[config.mk]
export PLATFORM = sky130hd
export DESIGN_NAME = http_message_head_tokenizer_flat
export DESIGN_NICKNAME = d
export VERILOG_FILES = /design/src/hw/rtl/htk_pkg.sv /design/src/hw/rtl/htk_byte_if.sv /design/src/hw/rtl/htk_token_if.sv /design/src/hw/rtl/http_message_head_tokenizer.sv /design/src/flat_wrapper.sv
export SDC_FILE = /design/constraint.sdc
export NUM_CORES = 1
export LEC_CHECK = 0
export BUFFER_PORTS_ARGS = -buffer_cell sky130_fd_sc_hd__buf_2
export CAP_MARGIN = 0
export CORE_AREA = 4 4 90 176
export CTS_BUF_LIST = sky130_fd_sc_hd__clkbuf_8
export CTS_CLUSTER_DIAMETER = 120
export DETAILED_ROUTE_END_ITERATION = 10
export DIE_AREA = 0 0 94 180
export GPL_TIMING_DRIVEN = 0
export PLACE_DENSITY_LB_ADDON = 0.1
export SETUP_SLACK_MARGIN = 0.05
export SLEW_MARGIN = 0
export SYNTH_ARGS = -nofsm -noshare
export SYNTH_HDL_FRONTEND = slang
export SYNTH_SLANG_ARGS = --single-unit
[constraint.sdc]
create_clock -name clk -period 4.7 [get_ports clk]
set_clock_uncertainty 0.1 [all_clocks]
set_input_delay 0.235 -clock clk [delete_from_list [all_inputs] [get_ports clk]]
set_output_delay 0.235 -clock clk [all_outputs]
set_load 0.01 [all_outputs]
[src/hw/rtl/htk_pkg.sv]
// ----------------------------------------------------------------------------
// htk_pkg
// Shared types, character codes and token class codes of the HTTP message head
// tokenizer.
// ----------------------------------------------------------------------------
package htk_pkg;

	localparam int LEN_BITS   = 32;
	localparam int BYTE_W     = 8;
	localparam int CLASS_W    = 4;
	localparam int KIND_W     = 2;
	localparam int LEN_OUT_W  = 32;
	localparam int NAME_LEN   = 14;
	localparam int POS_W      = 4;

	typedef logic [BYTE_W-1:0]    byte_t;
	typedef logic [CLASS_W-1:0]   class_t;
	typedef logic [KIND_W-1:0]    kind_t;
	typedef logic [LEN_BITS-1:0]  len_t;
	typedef logic [LEN_OUT_W-1:0] len_out_t;
	typedef logic [POS_W-1:0]     pos_t;

	// token classes
	localparam class_t CLS_DROPPED = 4'd0;
	localparam class_t CLS_FIRST   = 4'd1;
	localparam class_t CLS_METHOD  = 4'd2;
	localparam class_t CLS_URI     = 4'd3;
	localparam class_t CLS_VERSION = 4'd4;
	localparam class_t CLS_STATUS  = 4'd5;
	localparam class_t CLS_REASON  = 4'd6;
	localparam class_t CLS_NAME    = 4'd7;
	localparam class_t CLS_VALUE   = 4'd8;
	localparam class_t CLS_BODY    = 4'd9;

	// message kinds
	localparam kind_t KIND_UNDECIDED = 2'd0;
	localparam kind_t KIND_REQUEST   = 2'd1;
	localparam kind_t KIND_RESPONSE  = 2'd2;

	// delimiters
	localparam byte_t CH_SP    = 8'h20;
	localparam byte_t CH_SLASH = 8'h2F;
	localparam byte_t CH_COLON = 8'h3A;
	localparam byte_t CH_CR    = 8'h0D;
	localparam byte_t CH_LF    = 8'h0A;

	// parser modes, one-hot
	typedef enum logic [10:0] {
		MODE_FIRST   = 11'b000_0000_0001,
		MODE_URI     = 11'b000_0000_0010,
		MODE_REQVER  = 11'b000_0000_0100,
		MODE_RESPVER = 11'b000_0000_1000,
		MODE_STATUS  = 11'b000_0001_0000,
		MODE_REASON  = 11'b000_0010_0000,
		MODE_HDRSEP  = 11'b000_0100_0000,
		MODE_NAME    = 11'b000_1000_0000,
		MODE_VALUE   = 11'b001_0000_0000,
		MODE_SEP     = 11'b010_0000_0000,
		MODE_BODY    = 11'b100_0000_0000
	} mode_t;

	// characters of the header name Content-Length
	function automatic byte_t cl_name_char(input pos_t pos);
		byte_t c;
		case (pos)
			4'd0:    c = 8'h43; // C
			4'd1:    c = 8'h6F; // o
			4'd2:    c = 8'h6E; // n
			4'd3:    c = 8'h74; // t
			4'd4:    c = 8'h65; // e
			4'd5:    c = 8'h6E; // n
			4'd6:    c = 8'h74; // t
			4'd7:    c = 8'h2D; // -
			4'd8:    c = 8'h4C; // L
			4'd9:    c = 8'h65; // e
			4'd10:   c = 8'h6E; // n
			4'd11:   c = 8'h67; // g
			4'd12:   c = 8'h74; // t
			4'd13:   c = 8'h68; // h
			default: c = 8'h00;
		endcase
		return c;
	endfunction

endpackage

[src/hw/rtl/htk_byte_if.sv]
// ----------------------------------------------------------------------------
// htk_byte_if
// Valid/ready channel carrying one raw byte of the message stream.
// ----------------------------------------------------------------------------
interface htk_byte_if;
	logic           valid;
	logic           ready;
	htk_pkg::byte_t data_byte;

	modport source (output valid, output data_byte, input ready);
	modport sink   (input valid, input data_byte, output ready);
endinterface

[src/hw/rtl/htk_token_if.sv]
// ----------------------------------------------------------------------------
// htk_token_if
// Valid/ready channel carrying one tagged byte with the parser status.
// ----------------------------------------------------------------------------
interface htk_token_if;
	logic              valid;
	logic              ready;
	htk_pkg::class_t   token_class;
	htk_pkg::byte_t    out_byte;
	logic              token_end;
	htk_pkg::kind_t    message_kind;
	logic              head_done;
	htk_pkg::len_out_t length_value;
	logic              length_seen;
	logic              format_error;

	modport source (
		output valid, output token_class, output out_byte, output token_end,
		output message_kind, output head_done, output length_value,
		output length_seen, output format_error, input ready
	);
	modport sink (
		input valid, input token_class, input out_byte, input token_end,
		input message_kind, input head_done, input length_value,
		input length_seen, input format_error, output ready
	);
endinterface

[src/hw/rtl/http_message_head_tokenizer.sv]
// ----------------------------------------------------------------------------
// http_message_head_tokenizer
// Tags each byte of an HTTP/1.1 message with its token class and tracks
// Content-Length.
// ----------------------------------------------------------------------------
// One byte per clock, sustained while the token sink keeps ready high. Each byte
// is taken into an input register, classified combinationally by the parser
// state machine, and then captured in the result register, which drives the
// token transaction. The two registers form a short
// pipeline that only stalls when the token sink holds ready low; while a
// finished result waits, one more byte is still taken if the input register is
// empty, and after that the stream is held off until the result is drained.
// The first token sets the message kind (space: request, slash:
// response). Header values of an exact, case-sensitive Content-Length name are
// accumulated as a saturating decimal number; non-digits raise format_error and
// leave the value unchanged. head_done marks the LF of the empty line. Body bytes
// are tagged only when a nonzero Content-Length was seen; there is no
// count-down, so every byte after the head is treated as body.
// ----------------------------------------------------------------------------
module http_message_head_tokenizer (
	input  logic          clk,
	input  logic          arst_n,
	htk_byte_if.sink      stream,
	htk_token_if.source   tokens
);

	localparam int ACC_W = htk_pkg::LEN_BITS + 4;

	// input register
	logic           valid_s1;
	htk_pkg::byte_t byte_s1;

	// result register
	logic              valid_s2;
	htk_pkg::class_t   class_s2;
	htk_pkg::byte_t    byte_s2;
	logic              tend_s2;
	htk_pkg::kind_t    kind_s2;
	logic              hdone_s2;
	htk_pkg::len_out_t lenv_s2;
	logic              seen_s2;
	logic              ferr_s2;

	// parser state
	htk_pkg::mode_t mode_q;
	htk_pkg::kind_t kind_q;
	htk_pkg::pos_t  pos_q;
	logic           mismatch_q;
	logic           started_q;
	logic           in_len_q;
	htk_pkg::len_t  accum_q;
	logic           flag_q;
	logic           closed_q;

	// next state and result
	htk_pkg::mode_t    mode_d;
	htk_pkg::kind_t    kind_d;
	htk_pkg::pos_t     pos_d;
	logic              mismatch_d;
	logic              started_d;
	logic              in_len_d;
	htk_pkg::len_t     accum_d;
	logic              flag_d;
	logic              closed_d;
	htk_pkg::class_t   cls;
	logic              tend;
	logic              hdone;
	logic              ferr;
	htk_pkg::mode_t    eff_mode;
	logic [ACC_W-1:0]  acc_ext;
	logic [ACC_W-1:0]  times10;
	logic [63:0]       accum_wide;
	htk_pkg::len_out_t lenv;

	logic advance;
	logic step;

	// Move the result register whenever it is empty or being drained.
	assign advance      = !valid_s2 || tokens.ready;
	assign stream.ready = !valid_s1 || advance;
	assign step         = valid_s1 && advance;

	// Saturating decimal step: accum * 10 + digit, in four extra bits.
	assign acc_ext = ACC_W'(accum_q);
	assign times10 = (acc_ext << 3) + (acc_ext << 1) + ACC_W'(byte_s1[3:0]);

	always_comb begin
		mode_d     = mode_q;
		kind_d     = kind_q;
		pos_d      = pos_q;
		mismatch_d = mismatch_q;
		started_d  = started_q;
		in_len_d   = in_len_q;
		accum_d    = accum_q;
		flag_d     = flag_q;
		closed_d   = closed_q;
		cls        = htk_pkg::CLS_DROPPED;
		tend       = 1'b0;
		hdone      = 1'b0;
		ferr       = 1'b0;
		eff_mode   = mode_q;

		// After a header line: CR opens the empty line, anything else starts a name.
		if (mode_q == htk_pkg::MODE_HDRSEP) begin
			if (byte_s1 == htk_pkg::CH_CR) begin
				mode_d   = htk_pkg::MODE_SEP;
				eff_mode = htk_pkg::MODE_HDRSEP;
			end else begin
				eff_mode   = htk_pkg::MODE_NAME;
				mode_d     = htk_pkg::MODE_NAME;
				pos_d      = '0;
				mismatch_d = 1'b0;
			end
		end

		case (eff_mode)
			htk_pkg::MODE_HDRSEP: begin
				// CR of the empty line: dropped, nothing else to do
			end
			htk_pkg::MODE_FIRST: begin
				if (byte_s1 == htk_pkg::CH_SP) begin
					cls    = htk_pkg::CLS_METHOD;
					tend   = 1'b1;
					kind_d = htk_pkg::KIND_REQUEST;
					mode_d = htk_pkg::MODE_URI;
				end else if (byte_s1 == htk_pkg::CH_SLASH) begin
					// the slash already belongs to the version token
					cls    = htk_pkg::CLS_VERSION;
					kind_d = htk_pkg::KIND_RESPONSE;
					mode_d = htk_pkg::MODE_RESPVER;
				end else begin
					cls = htk_pkg::CLS_FIRST;
				end
			end
			htk_pkg::MODE_URI: begin
				cls = htk_pkg::CLS_URI;
				if (byte_s1 == htk_pkg::CH_SP) begin
					tend   = 1'b1;
					mode_d = htk_pkg::MODE_REQVER;
				end
			end
			htk_pkg::MODE_RESPVER: begin
				cls = htk_pkg::CLS_VERSION;
				if (byte_s1 == htk_pkg::CH_SP) begin
					tend   = 1'b1;
					mode_d = htk_pkg::MODE_STATUS;
				end
			end
			htk_pkg::MODE_STATUS: begin
				cls = htk_pkg::CLS_STATUS;
				if (byte_s1 == htk_pkg::CH_SP) begin
					tend   = 1'b1;
					mode_d = htk_pkg::MODE_REASON;
				end
			end
			htk_pkg::MODE_REQVER, htk_pkg::MODE_REASON: begin
				if (byte_s1 == htk_pkg::CH_LF) begin
					closed_d = 1'b0;
					mode_d   = htk_pkg::MODE_HDRSEP;
				end else if (!closed_q) begin
					cls = (eff_mode == htk_pkg::MODE_REQVER) ?
						htk_pkg::CLS_VERSION : htk_pkg::CLS_REASON;
					if (byte_s1 == htk_pkg::CH_CR) begin
						tend     = 1'b1;
						closed_d = 1'b1;
					end
				end
			end
			htk_pkg::MODE_NAME: begin
				cls = htk_pkg::CLS_NAME;
				if (byte_s1 == htk_pkg::CH_COLON) begin
					tend      = 1'b1;
					mode_d    = htk_pkg::MODE_VALUE;
					started_d = 1'b0;
					closed_d  = 1'b0;
					in_len_d  = !mismatch_d && (pos_d == htk_pkg::pos_t'(htk_pkg::NAME_LEN));
					if (in_len_d) begin
						accum_d = '0;
					end
				end else if ((pos_d < htk_pkg::pos_t'(htk_pkg::NAME_LEN)) &&
						(byte_s1 == htk_pkg::cl_name_char(pos_d))) begin
					pos_d = pos_d + 1'b1;
				end else begin
					mismatch_d = 1'b1;
				end
			end
			htk_pkg::MODE_VALUE: begin
				if (byte_s1 == htk_pkg::CH_LF) begin
					// abandon an unclosed value
					closed_d = 1'b0;
					in_len_d = 1'b0;
					mode_d   = htk_pkg::MODE_HDRSEP;
				end else if (closed_q) begin
					cls = htk_pkg::CLS_DROPPED;
				end else if (byte_s1 == htk_pkg::CH_CR) begin
					cls      = htk_pkg::CLS_VALUE;
					tend     = 1'b1;
					closed_d = 1'b1;
					if (in_len_q) begin
						flag_d   = 1'b1;
						in_len_d = 1'b0;
					end
				end else if (!started_q && byte_s1 == htk_pkg::CH_SP) begin
					cls = htk_pkg::CLS_DROPPED;
				end else begin
					cls       = htk_pkg::CLS_VALUE;
					started_d = 1'b1;
					if (in_len_q) begin
						if (byte_s1 inside {[8'h30:8'h39]}) begin
							if (times10[ACC_W-1:htk_pkg::LEN_BITS] != '0) begin
								accum_d = '1;
							end else begin
								accum_d = times10[htk_pkg::LEN_BITS-1:0];
							end
						end else begin
							ferr = 1'b1;
						end
					end
				end
			end
			htk_pkg::MODE_SEP: begin
				if (byte_s1 == htk_pkg::CH_LF) begin
					hdone  = 1'b1;
					mode_d = htk_pkg::MODE_BODY;
				end else begin
					ferr = 1'b1;
				end
			end
			htk_pkg::MODE_BODY: begin
				cls = (flag_q && accum_q != '0) ? htk_pkg::CLS_BODY : htk_pkg::CLS_DROPPED;
			end
			default: begin
				mode_d = htk_pkg::MODE_FIRST;
			end
		endcase
	end

	// Show the accumulated length clipped to the output width.
	assign accum_wide = 64'(accum_d);
	assign lenv = (accum_wide[63:htk_pkg::LEN_OUT_W] != '0) ? '1 :
		accum_wide[htk_pkg::LEN_OUT_W-1:0];

	// Input register: hold while the pipeline stalls.
	always_ff @(posedge clk or negedge arst_n) begin
		if (!arst_n) begin
			valid_s1 <= 1'b0;
		end else if (stream.ready) begin
			valid_s1 <= stream.valid;
		end
	end

	always_ff @(posedge clk) begin
		if (stream.ready && stream.valid) begin
			byte_s1 <= stream.data_byte;
		end
	end

	// Parser state advances once per byte leaving the input register.
	always_ff @(posedge clk or negedge arst_n) begin
		if (!arst_n) begin
			mode_q     <= htk_pkg::MODE_FIRST;
			kind_q     <= htk_pkg::KIND_UNDECIDED;
			pos_q      <= '0;
			mismatch_q <= 1'b0;
			started_q  <= 1'b0;
			in_len_q   <= 1'b0;
			accum_q    <= '0;
			flag_q     <= 1'b0;
			closed_q   <= 1'b0;
		end else if (step) begin
			mode_q     <= mode_d;
			kind_q     <= kind_d;
			pos_q      <= pos_d;
			mismatch_q <= mismatch_d;
			started_q  <= started_d;
			in_len_q   <= in_len_d;
			accum_q    <= accum_d;
			flag_q     <= flag_d;
			closed_q   <= closed_d;
		end
	end

	// Result register.
	always_ff @(posedge clk or negedge arst_n) begin
		if (!arst_n) begin
			valid_s2 <= 1'b0;
		end else if (advance) begin
			valid_s2 <= valid_s1;
		end
	end

	always_ff @(posedge clk) begin
		if (step) begin
			class_s2 <= cls;
			byte_s2  <= byte_s1;
			tend_s2  <= tend;
			kind_s2  <= kind_d;
			hdone_s2 <= hdone;
			lenv_s2  <= lenv;
			seen_s2  <= flag_d;
			ferr_s2  <= ferr;
		end
	end

	assign tokens.valid        = valid_s2;
	assign tokens.token_class  = class_s2;
	assign tokens.out_byte     = byte_s2;
	assign tokens.token_end    = tend_s2;
	assign tokens.message_kind = kind_s2;
	assign tokens.head_done    = hdone_s2;
	assign tokens.length_value = lenv_s2;
	assign tokens.length_seen  = seen_s2;
	assign tokens.format_error = ferr_s2;

	// Once decided, the message kind never changes.
	a_kind_sticky: assert property (@(posedge clk) disable iff (!arst_n)
		(kind_q != htk_pkg::KIND_UNDECIDED) |=> (kind_q == $past(kind_q)))
		else $error("message kind changed after it was decided");

	// A delimiter always carries the class of the token it closes.
	a_end_classed: assert property (@(posedge clk) disable iff (!arst_n)
		(valid_s2 && tend_s2) |-> (class_s2 != htk_pkg::CLS_DROPPED))
		else $error("token end on a dropped byte");

	// Format errors arise only in a header value or after the final CR.
	a_ferr_place: assert property (@(posedge clk) disable iff (!arst_n)
		(valid_s2 && ferr_s2) |->
			(class_s2 == htk_pkg::CLS_VALUE || class_s2 == htk_pkg::CLS_DROPPED))
		else $error("format error on an unexpected token class");

	// An empty result register never blocks the stream.
	a_no_false_stall: assert property (@(posedge clk) disable iff (!arst_n)
		!valid_s2 |-> stream.ready)
		else $error("stream stalled with an empty result register");

endmodule
[src/flat_wrapper.sv]
// flat-port wrapper written by rule: the top's interface ports become plain ports
module http_message_head_tokenizer_flat 
  (clk, arst_n, stream_valid, stream_data_byte, stream_ready, tokens_valid, tokens_token_class, tokens_out_byte, tokens_token_end, tokens_message_kind, tokens_head_done, tokens_length_value, tokens_length_seen, tokens_format_error, tokens_ready);
  htk_byte_if stream_i ();
  htk_token_if tokens_i ();
  input  logic clk;
  input  logic arst_n;
  input wire logic [$bits(stream_i.valid)-1:0] stream_valid;
  input wire logic [$bits(stream_i.data_byte)-1:0] stream_data_byte;
  output wire logic [$bits(stream_i.ready)-1:0] stream_ready;
  output wire logic [$bits(tokens_i.valid)-1:0] tokens_valid;
  output wire logic [$bits(tokens_i.token_class)-1:0] tokens_token_class;
  output wire logic [$bits(tokens_i.out_byte)-1:0] tokens_out_byte;
  output wire logic [$bits(tokens_i.token_end)-1:0] tokens_token_end;
  output wire logic [$bits(tokens_i.message_kind)-1:0] tokens_message_kind;
  output wire logic [$bits(tokens_i.head_done)-1:0] tokens_head_done;
  output wire logic [$bits(tokens_i.length_value)-1:0] tokens_length_value;
  output wire logic [$bits(tokens_i.length_seen)-1:0] tokens_length_seen;
  output wire logic [$bits(tokens_i.format_error)-1:0] tokens_format_error;
  input wire logic [$bits(tokens_i.ready)-1:0] tokens_ready;
  assign stream_i.valid = stream_valid;
  assign stream_i.data_byte = stream_data_byte;
  assign stream_ready = stream_i.ready;
  assign tokens_valid = tokens_i.valid;
  assign tokens_token_class = tokens_i.token_class;
  assign tokens_out_byte = tokens_i.out_byte;
  assign tokens_token_end = tokens_i.token_end;
  assign tokens_message_kind = tokens_i.message_kind;
  assign tokens_head_done = tokens_i.head_done;
  assign tokens_length_value = tokens_i.length_value;
  assign tokens_length_seen = tokens_i.length_seen;
  assign tokens_format_error = tokens_i.format_error;
  assign tokens_i.ready = tokens_ready;
  http_message_head_tokenizer u_core (.clk(clk), .arst_n(arst_n), .stream(stream_i), .tokens(tokens_i));
endmodule
* Word-level counts from Yosys, hierarchy flattened *
Memories as Yosys holds them, arrays and structs flattened.
Cells that the tools add are included.

cells by class
  mux-type cells = 83
  reduce and logical (&&, ||, !) cells = 24
  add/sub/neg operators = 3
  order comparisons = 3
  eq/ne operators = 26

operators with widths
  kind                  count
  $mux 32               9
  $mux 11               10
  $pmux 11 s8           1
  $pmux 32 s2           1
  $mux 4                13
  $add 35x33->36        1
  $add 36x4->36         1
  $mux 1                34
  $pmux 4 s8            1
  $reduce_bool 32->1    1
  $eq 8x6->1 const B    3
  $mux 8                3
  $eq 11x7->1 const B   2
  $eq 8x4->1 const B    2
  $eq 11x1->1 const B   1
  $eq 11x10->1 const B  1
  $eq 11x11->1 const B  1
  $eq 11x2->1 const B   1
  $eq 11x3->1 const B   1
  $eq 11x4->1 const B   1
  $eq 11x5->1 const B   1
  $eq 11x6->1 const B   1
  $eq 11x8->1 const B   1
  $eq 11x9->1 const B   1
  26 further kinds      47

word-level totals
  input bits = 12
  memories = 1
  output and inout bits = 52
  bits in registers = 114
  logic and storage cells = 160
  ROM bits = 112

memories
  name             depth  width  rd ports  clocked after Yosys merged registers in  write ports  RTL line       source
  (no name shown)  16     7      1         0                                        0            htk_pkg.sv:65  case (pos)

* Depth between registers and ports, before layout *
  depth in word-level cells = 11
  gate-level depth with buffers = 17
  mapped depth without buffers = 15

* Worst setup path after synthesis *
OpenSTA, ideal clock, no wires.

  path type = flip-flop to flip-flop
  start = register u_core.byte_s1[4]
  end = register u_core.pos_q[1]
  data required time = 4.479 ns
  arrival time = 3.618 ns
  setup slack = 0.861 ns
  path buffers = 0
  period minus slack after synthesis = 3.839 ns
  library setup time = 0.121 ns
  cell stages (with the launch flop) = 15
  cell sequence = edfxtp_1 -> nor4_2 -> nand2_1 -> nand2_1 -> nand2_1 -> ha_1 -> mux2_2 -> o21ai_0 -> nor4bb_1 -> o21ai_0 -> a21oi_1 -> nand4b_1 -> or3_1 -> a21o_1 -> a22o_1

on the way
  longest elaborated chain between the ends = 11
  elaborated cells on any way between the ends = 17
  classes of those cells = add/sub (1); order compare (1); eq/ne (4); mux (9); reduce/logical (1); memory (1)

RTL lines
  element                 RTL line                            source
  start, declared         http_message_head_tokenizer.sv:31   htk_pkg::byte_t byte_s1;
  start signal, assigned  http_message_head_tokenizer.sv:254  byte_s1 <= stream.data_byte;
  $eq 8x4->1              http_message_head_tokenizer.sv:105  if (byte_s1 == htk_pkg::CH_CR) begin
  $mux 4                  http_message_head_tokenizer.sv:105
  $mux 4                  http_message_head_tokenizer.sv:104  if (mode_q == htk_pkg::MODE_HDRSEP) begin
  $mem_v2 16x7            -
  $mux 8                  http_message_head_tokenizer.sv:171  if (byte_s1 == htk_pkg::CH_COLON) begin
  $mux 8                  http_message_head_tokenizer.sv:116  case (eff_mode)
  $eq 8x8->1              http_message_head_tokenizer.sv:181  (byte_s1 == htk_pkg::cl_name_char(pos_d))) begin
  $logic_and 1x1->1       http_message_head_tokenizer.sv:180  end else if ((pos_d < htk_pkg::pos_t'(htk_pkg::NAME_LEN)) &&
  $mux 4                  http_message_head_tokenizer.sv:180
  $mux 4                  http_message_head_tokenizer.sv:171
  $mux 4 *                http_message_head_tokenizer.sv:116
  end signal, assigned    http_message_head_tokenizer.sv:273  pos_q <= pos_d;
  end, declared           http_message_head_tokenizer.sv:47   htk_pkg::pos_t pos_q;

Every way passes the cells marked *; elsewhere a longest branch is shown, timed or not. The select of a mux whose other input is x is not followed.
A chain may end at the register's enable or synchronous reset.

* Worst setup path in the final report *
  start = register u_core.accum_q[0]
  end = register u_core.lenv_s2[2] (netlist: u_core.tokens.length_value[2]), data pin

on the way
  longest elaborated chain between the ends = 11

RTL lines
  element                      RTL line                            source
  start, declared              http_message_head_tokenizer.sv:51   htk_pkg::len_t accum_q;
  start signal, assigned       http_message_head_tokenizer.sv:277  accum_q <= accum_d;
  $add 35x33->36 *             http_message_head_tokenizer.sv:85   assign times10 = (acc_ext << 3) + (acc_ext << 1) + ACC_W'(byte_s1[3:0]);
  $add 36x4->36 *              http_message_head_tokenizer.sv:85
  $reduce_bool 4->1            http_message_head_tokenizer.sv:210  if (times10[ACC_W-1:htk_pkg::LEN_BITS] != '0) begin
  $mux 32 *                    http_message_head_tokenizer.sv:210
  $mux 32 *                    http_message_head_tokenizer.sv:209  if (byte_s1 inside {[8'h30:8'h39]}) begin
  $mux 32 *                    http_message_head_tokenizer.sv:208  if (in_len_q) begin
  $mux 32 *                    http_message_head_tokenizer.sv:203  end else if (!started_q && byte_s1 == htk_pkg::CH_SP) begin
  $mux 32 *                    http_message_head_tokenizer.sv:195  end else if (byte_s1 == htk_pkg::CH_CR) begin
  $mux 32 *                    http_message_head_tokenizer.sv:193  end else if (closed_q) begin
  $mux 32 *                    http_message_head_tokenizer.sv:188  if (byte_s1 == htk_pkg::CH_LF) begin
  $pmux 32 s2 *                http_message_head_tokenizer.sv:116
  named net u_core.accum_d[2]  http_message_head_tokenizer.sv:62   htk_pkg::len_t accum_d;
  end signal, assigned         http_message_head_tokenizer.sv:299  lenv_s2 <= lenv;
  end, declared                http_message_head_tokenizer.sv:40   htk_pkg::len_out_t lenv_s2;

Mark *: on every way through the listed nets, which the timed path passes. The rest lies on a longest branch.

==> reports/results.env <==
INITIALDRTVIOLATIONCOUNT=479
ROWS=62
ROUTED_WL_UM=22800
SYN_TO_FINAL_GROWTH_PCT=15.0
CRITPATHKIND='flop to flop'
FIN_NETS=1051
PATH_CELLS='fa_1, ha_1, a211oi_1, o211ai_1, a41oi_2, o21bai_2, a21o_1, mux2i_1, or4_1, buf_2, clkbuf_1, nor2_1, o21ai_0'
SYNTH.NET_COUNT=954
TIMING_MAX_TRANSITION_VIOLATIONS_FINAL=0
REG2REG_TO='u_core.tokens.length_value[2]$_DFFE_PP_'
FIRST_GLOBAL_VIAS=7208
REPORT.FINAL.HOLD_VIOL_COUNT=0
WHS_PS=286
SYNTH_SEQ_AREA_SHARE_PCT=40.1
GRT-OVFL-TOTAL=0
INSERTEDDIODECOUNT=0
FF2FF_SETUP_SLACK_PS=290
PATH_MAX_FANOUT=10
SLEW-LIMIT-HEADROOM_PCT=34.7
MULTI_INPUT_AREA_UM2=4490
FINALCRITICALPERIOD_PS=4410
CRIT_PATH_MAX_INCR_DELAY_PS=540
FIN_TOTAL_PWR_mW=2.41
MAXCAPVIOLATIONS=0
TIGHTESTPINTRANSITION_PS=965
DIE_AREA_UM2=16900
CTS.REPORTEDPATHS.CLKPINSLEW_PS=80
CPMAXSTAGEDELAYCELL='fa_1'
DRT_DRC_VIOLATIONS_LEFT=0
SYNTH_AREA_UM2=7850
CLOCK_TREE.ROOT_CELL='clkbuf_8'
RESULT_OF_THE_RUN='completed'
IRDROPWORSTVDD_mV=0.299
CORE_AREA_UM2=14400
SEQUENTIAL_CELL_AREA_UM2=3140
POWER_DENSITY_nW_PER_UM2=267
TRITONCTS='done'
VIA_COUNT=7203
STARTPOINT_TYPE='flop'
LEAKAGE_POWER_OF_THE_DESIGN_nW=3.97
FINALSETUPVIOLCOUNT=0
WORST_SKEW_PAIR_LATENCY_PS=450
YOSYS.CELL_TYPES.COUNT=71
WL_CELL_UM=19.4
DR.PASS1.ITERS=7
NFILLCELLS=1292
CTSLONGESTPATHBUFFERS=2
CP_DATA_ARRIVAL_TIME_PS=4470
WORST_R2R_PATH_DEPTH=13
FINALWEIGHTEDCONGESTION=0.984
POST_DRT_VIA_CELL_RATIO=6.14
DIE-HEIGHT_UM=180
BUFFER_PORTS.INSERTED=63
ANT_NETS=0
SETUP_REPAIR_AFTER_GLOBAL_ROUTING_MISSED_ITS_MARGIN='yes'
CTS_HTREE_LEVELS=4
FIN_TNS_SETUP_PS=0
SYN-MEAN-INSTANCE-AREA_UM2=9.00
POSTSYNTHREGISTERBITS=114
FRACTION_OF_LAYOUT_CELLS_WITH_A_SIZE_SUFFIX_ABOVE_1_PCT=12.7
CRITICAL_REGISTER_TO_REGISTER_PATH_STARTPOINT='u_core.accum_q[0]$_DFFE_PN0P_'
FINAL.PERIOD_UTILIZATION_PCT=93.8
PIN_COUNT_OF_THE_BIGGEST_NET_ENTERING_GLOBAL_ROUTING=57
TYPE_OF_THE_MOST_CRITICAL_HOLD_PATH='input port to async pin'
CRIT_REQUIRED_PS=4760
SYNTH_ENABLE_FLOP_CELLS=58
YOSYS_WARN_COUNT=0
IOS=64
DIE_WIDTH_UM=94
DPL.HPWL_UM=17300
CTS_INSERTED_BUFFERS=17
YS_ASYNC_SR_FRACTION_PCT=49.1
END_KIND='flop'
GLOBAL_ROUTE.USAGE.TOTAL_PCT=28.1
FMAXACHIEVABLE_MHz=227
ANTENNA_VIOLATIONS_BEFORE_REPAIR=0
SYN_INST=872
CTS.SINKS=114
MOST_FREQUENTLY_USED_FLOP_MASTER_AFTER_SYNTHESIS='edfxtp_1'
STARTING_DENSITY_OF_THE_CORE_PCT=54.4
GRT_FIRST_PASS_WIRELENGTH_UM=37100
worst max-delay path, delay by kind of cell, from the launching register on:
kind / cells / cell delay [ps]
mux: 1 / 130
simple gates: 2 / 720
buf+inv: 2 / 460
compound gates: 6 / 1370
fa+ha+maj: 2 / 880
flops: 1 / 450
synth_stat cells (6+ instances only):
cell type | number | share of area [%]
a21o_1 | 10 | 0.96
a21oi_1 | 48 | 3.1
a22o_1 | 7 | 0.78
a31oi_1 | 7 | 0.56
and2_1 | 9 | 0.72
and4_1 | 7 | 0.78
buf_2 | 7 | 0.45
clkbuf_1 | 36 | 1.7
dfrtp_1 | 55 | 18
edfxtp_1 | 58 | 22
ha_1 | 68 | 11
inv_1 | 17 | 0.81
mux2i_1 | 6 | 0.77
nand2_1 | 136 | 6.5
nand2b_1 | 8 | 0.64
nand3_1 | 17 | 1.1
nand3b_1 | 8 | 0.77
nand4_1 | 14 | 1.1
nand4b_1 | 6 | 0.67
nor2_1 | 64 | 3.1
nor2b_1 | 7 | 0.56
nor3_1 | 13 | 0.83
nor4_1 | 12 | 0.96
o211ai_1 | 12 | 1.1
o21ai_0 | 114 | 7.3
o31ai_1 | 9 | 0.86
or3_1 | 7 | 0.56
xnor2_1 | 14 | 1.6
xor2_1 | 13 | 1.5
how the worst max path moves through the flow:
stage / start / end / depth (start not counted)
after floorplan: u_core.byte_s1[4]$_DFFE_PP_ / u_core.pos_q[1]$_DFFE_PN0P_ / 14
after global placement: u_core.byte_s1[4]$_DFFE_PP_ / u_core.pos_q[2]$_DFFE_PN0P_ / 14
after detailed placement: u_core.byte_s1[4]$_DFFE_PP_ / u_core.pos_q[1]$_DFFE_PN0P_ / 14
after CTS: u_core.byte_s1[4]$_DFFE_PP_ / u_core.pos_q[1]$_DFFE_PN0P_ / 14
after global routing: u_core.mode_q[5]$_DFFE_PN0P_ / u_core.pos_q[1]$_DFFE_PN0P_ / 16
final: u_core.accum_q[0]$_DFFE_PN0P_ / u_core.tokens.length_value[2]$_DFFE_PP_ / 13
state kept, by name (all words and copies together), names as in the netlist, 2 cells and up:
register and count:
u_core.accum_q 32, u_core.tokens.length_value 32, u_core.mode_q 11, u_core.byte_s1 8, u_core.tokens.out_byte 8, u_core.pos_q 4, u_core.tokens.token_class 4, u_core.kind_q 2
u_core.tokens.message_kind 2
where the power goes:
part | internal [mW] | switching (mW)
sequential | 1.11 | 0.0238
combinational | 0.0994 | 0.180
clock | 0.579 | 0.419
total | 1.79 | 0.623
area by class of cell:
type | count | share of cell area [%]
inverter | 17 | 0.707
clock buffer | 18 | 2.75
tap | 192 | 2.66
buffer | 44 | 2.08
sequential | 114 | 34.9
clock inverter | 13 | 1.87
multi-input combinational | 696 | 49.7
timing repair buffer | 79 | 5.33
cells in the final DEF, fill, tap and decap left out, types with 8 or more instances in the layout:
| master | instances |
|---|---|
| nand2b_1 | 8 |
| clkbuf_8 | 18 |
| nand3_1 | 17 |
| edfxtp_1 | 58 |
| clkbuf_1 | 33 |
| nor4_1 | 11 |
| dlygate4sd3_1 | 12 |
| nor2_1 | 64 |
| nand4_1 | 14 |
| nor3_1 | 12 |
| ha_1 | 68 |
| buf_2 | 69 |
| o211ai_1 | 12 |
| dfrtp_1 | 55 |
| xnor2_1 | 14 |
| nand2_1 | 135 |
| nand3b_1 | 8 |
| xor2_1 | 13 |
| a21oi_1 | 47 |
| and2_1 | 9 |
| a21o_1 | 10 |
| o21ai_0 | 113 |
| o31ai_1 | 9 |
| inv_1 | 19 |
metrics by stage:
step           util [%]  setup slack (ps)  cells  area [um^2]
2_1_floorplan         -               861    872         7850
3_3_place_gp       58.2              -212   1127         8400
3_5_place_dp       58.4             -97.4   1128         8420
4_1_cts            62.1              72.3   1170         8960
5_1_grt            62.5             -13.0   1173         9020
6_report           62.5               290   1173         9020
routing by layer:
layer	global-route usage, %	vias up	wire [um]
met5	0	-	0
met1	29.4	3420	7970
met4	16.2	0	1310
met3	4.35	89	947
li1	-	3440	-
met2	51.4	254	12600
logic make-up after synthesis:
family / share of synthesized area (%)
buf+inv: 3.17
flops: 40.1
simple gates: 20.6
mux: 1.20
xor+xnor: 3.01
compound gates: 20.5
fa+ha+maj: 11.4
timing repair:
action / CTS / global route
hold buffers: 11 / 1
buffers inserted: 0 / 3
hold endpoints to repair: 10 / 55
endpoints found under the setup margin: 4 / 37
resized for setup: 2 / 10
pin swaps: 0 / 2
Note: power is estimated with default switching activity, not from simulation.
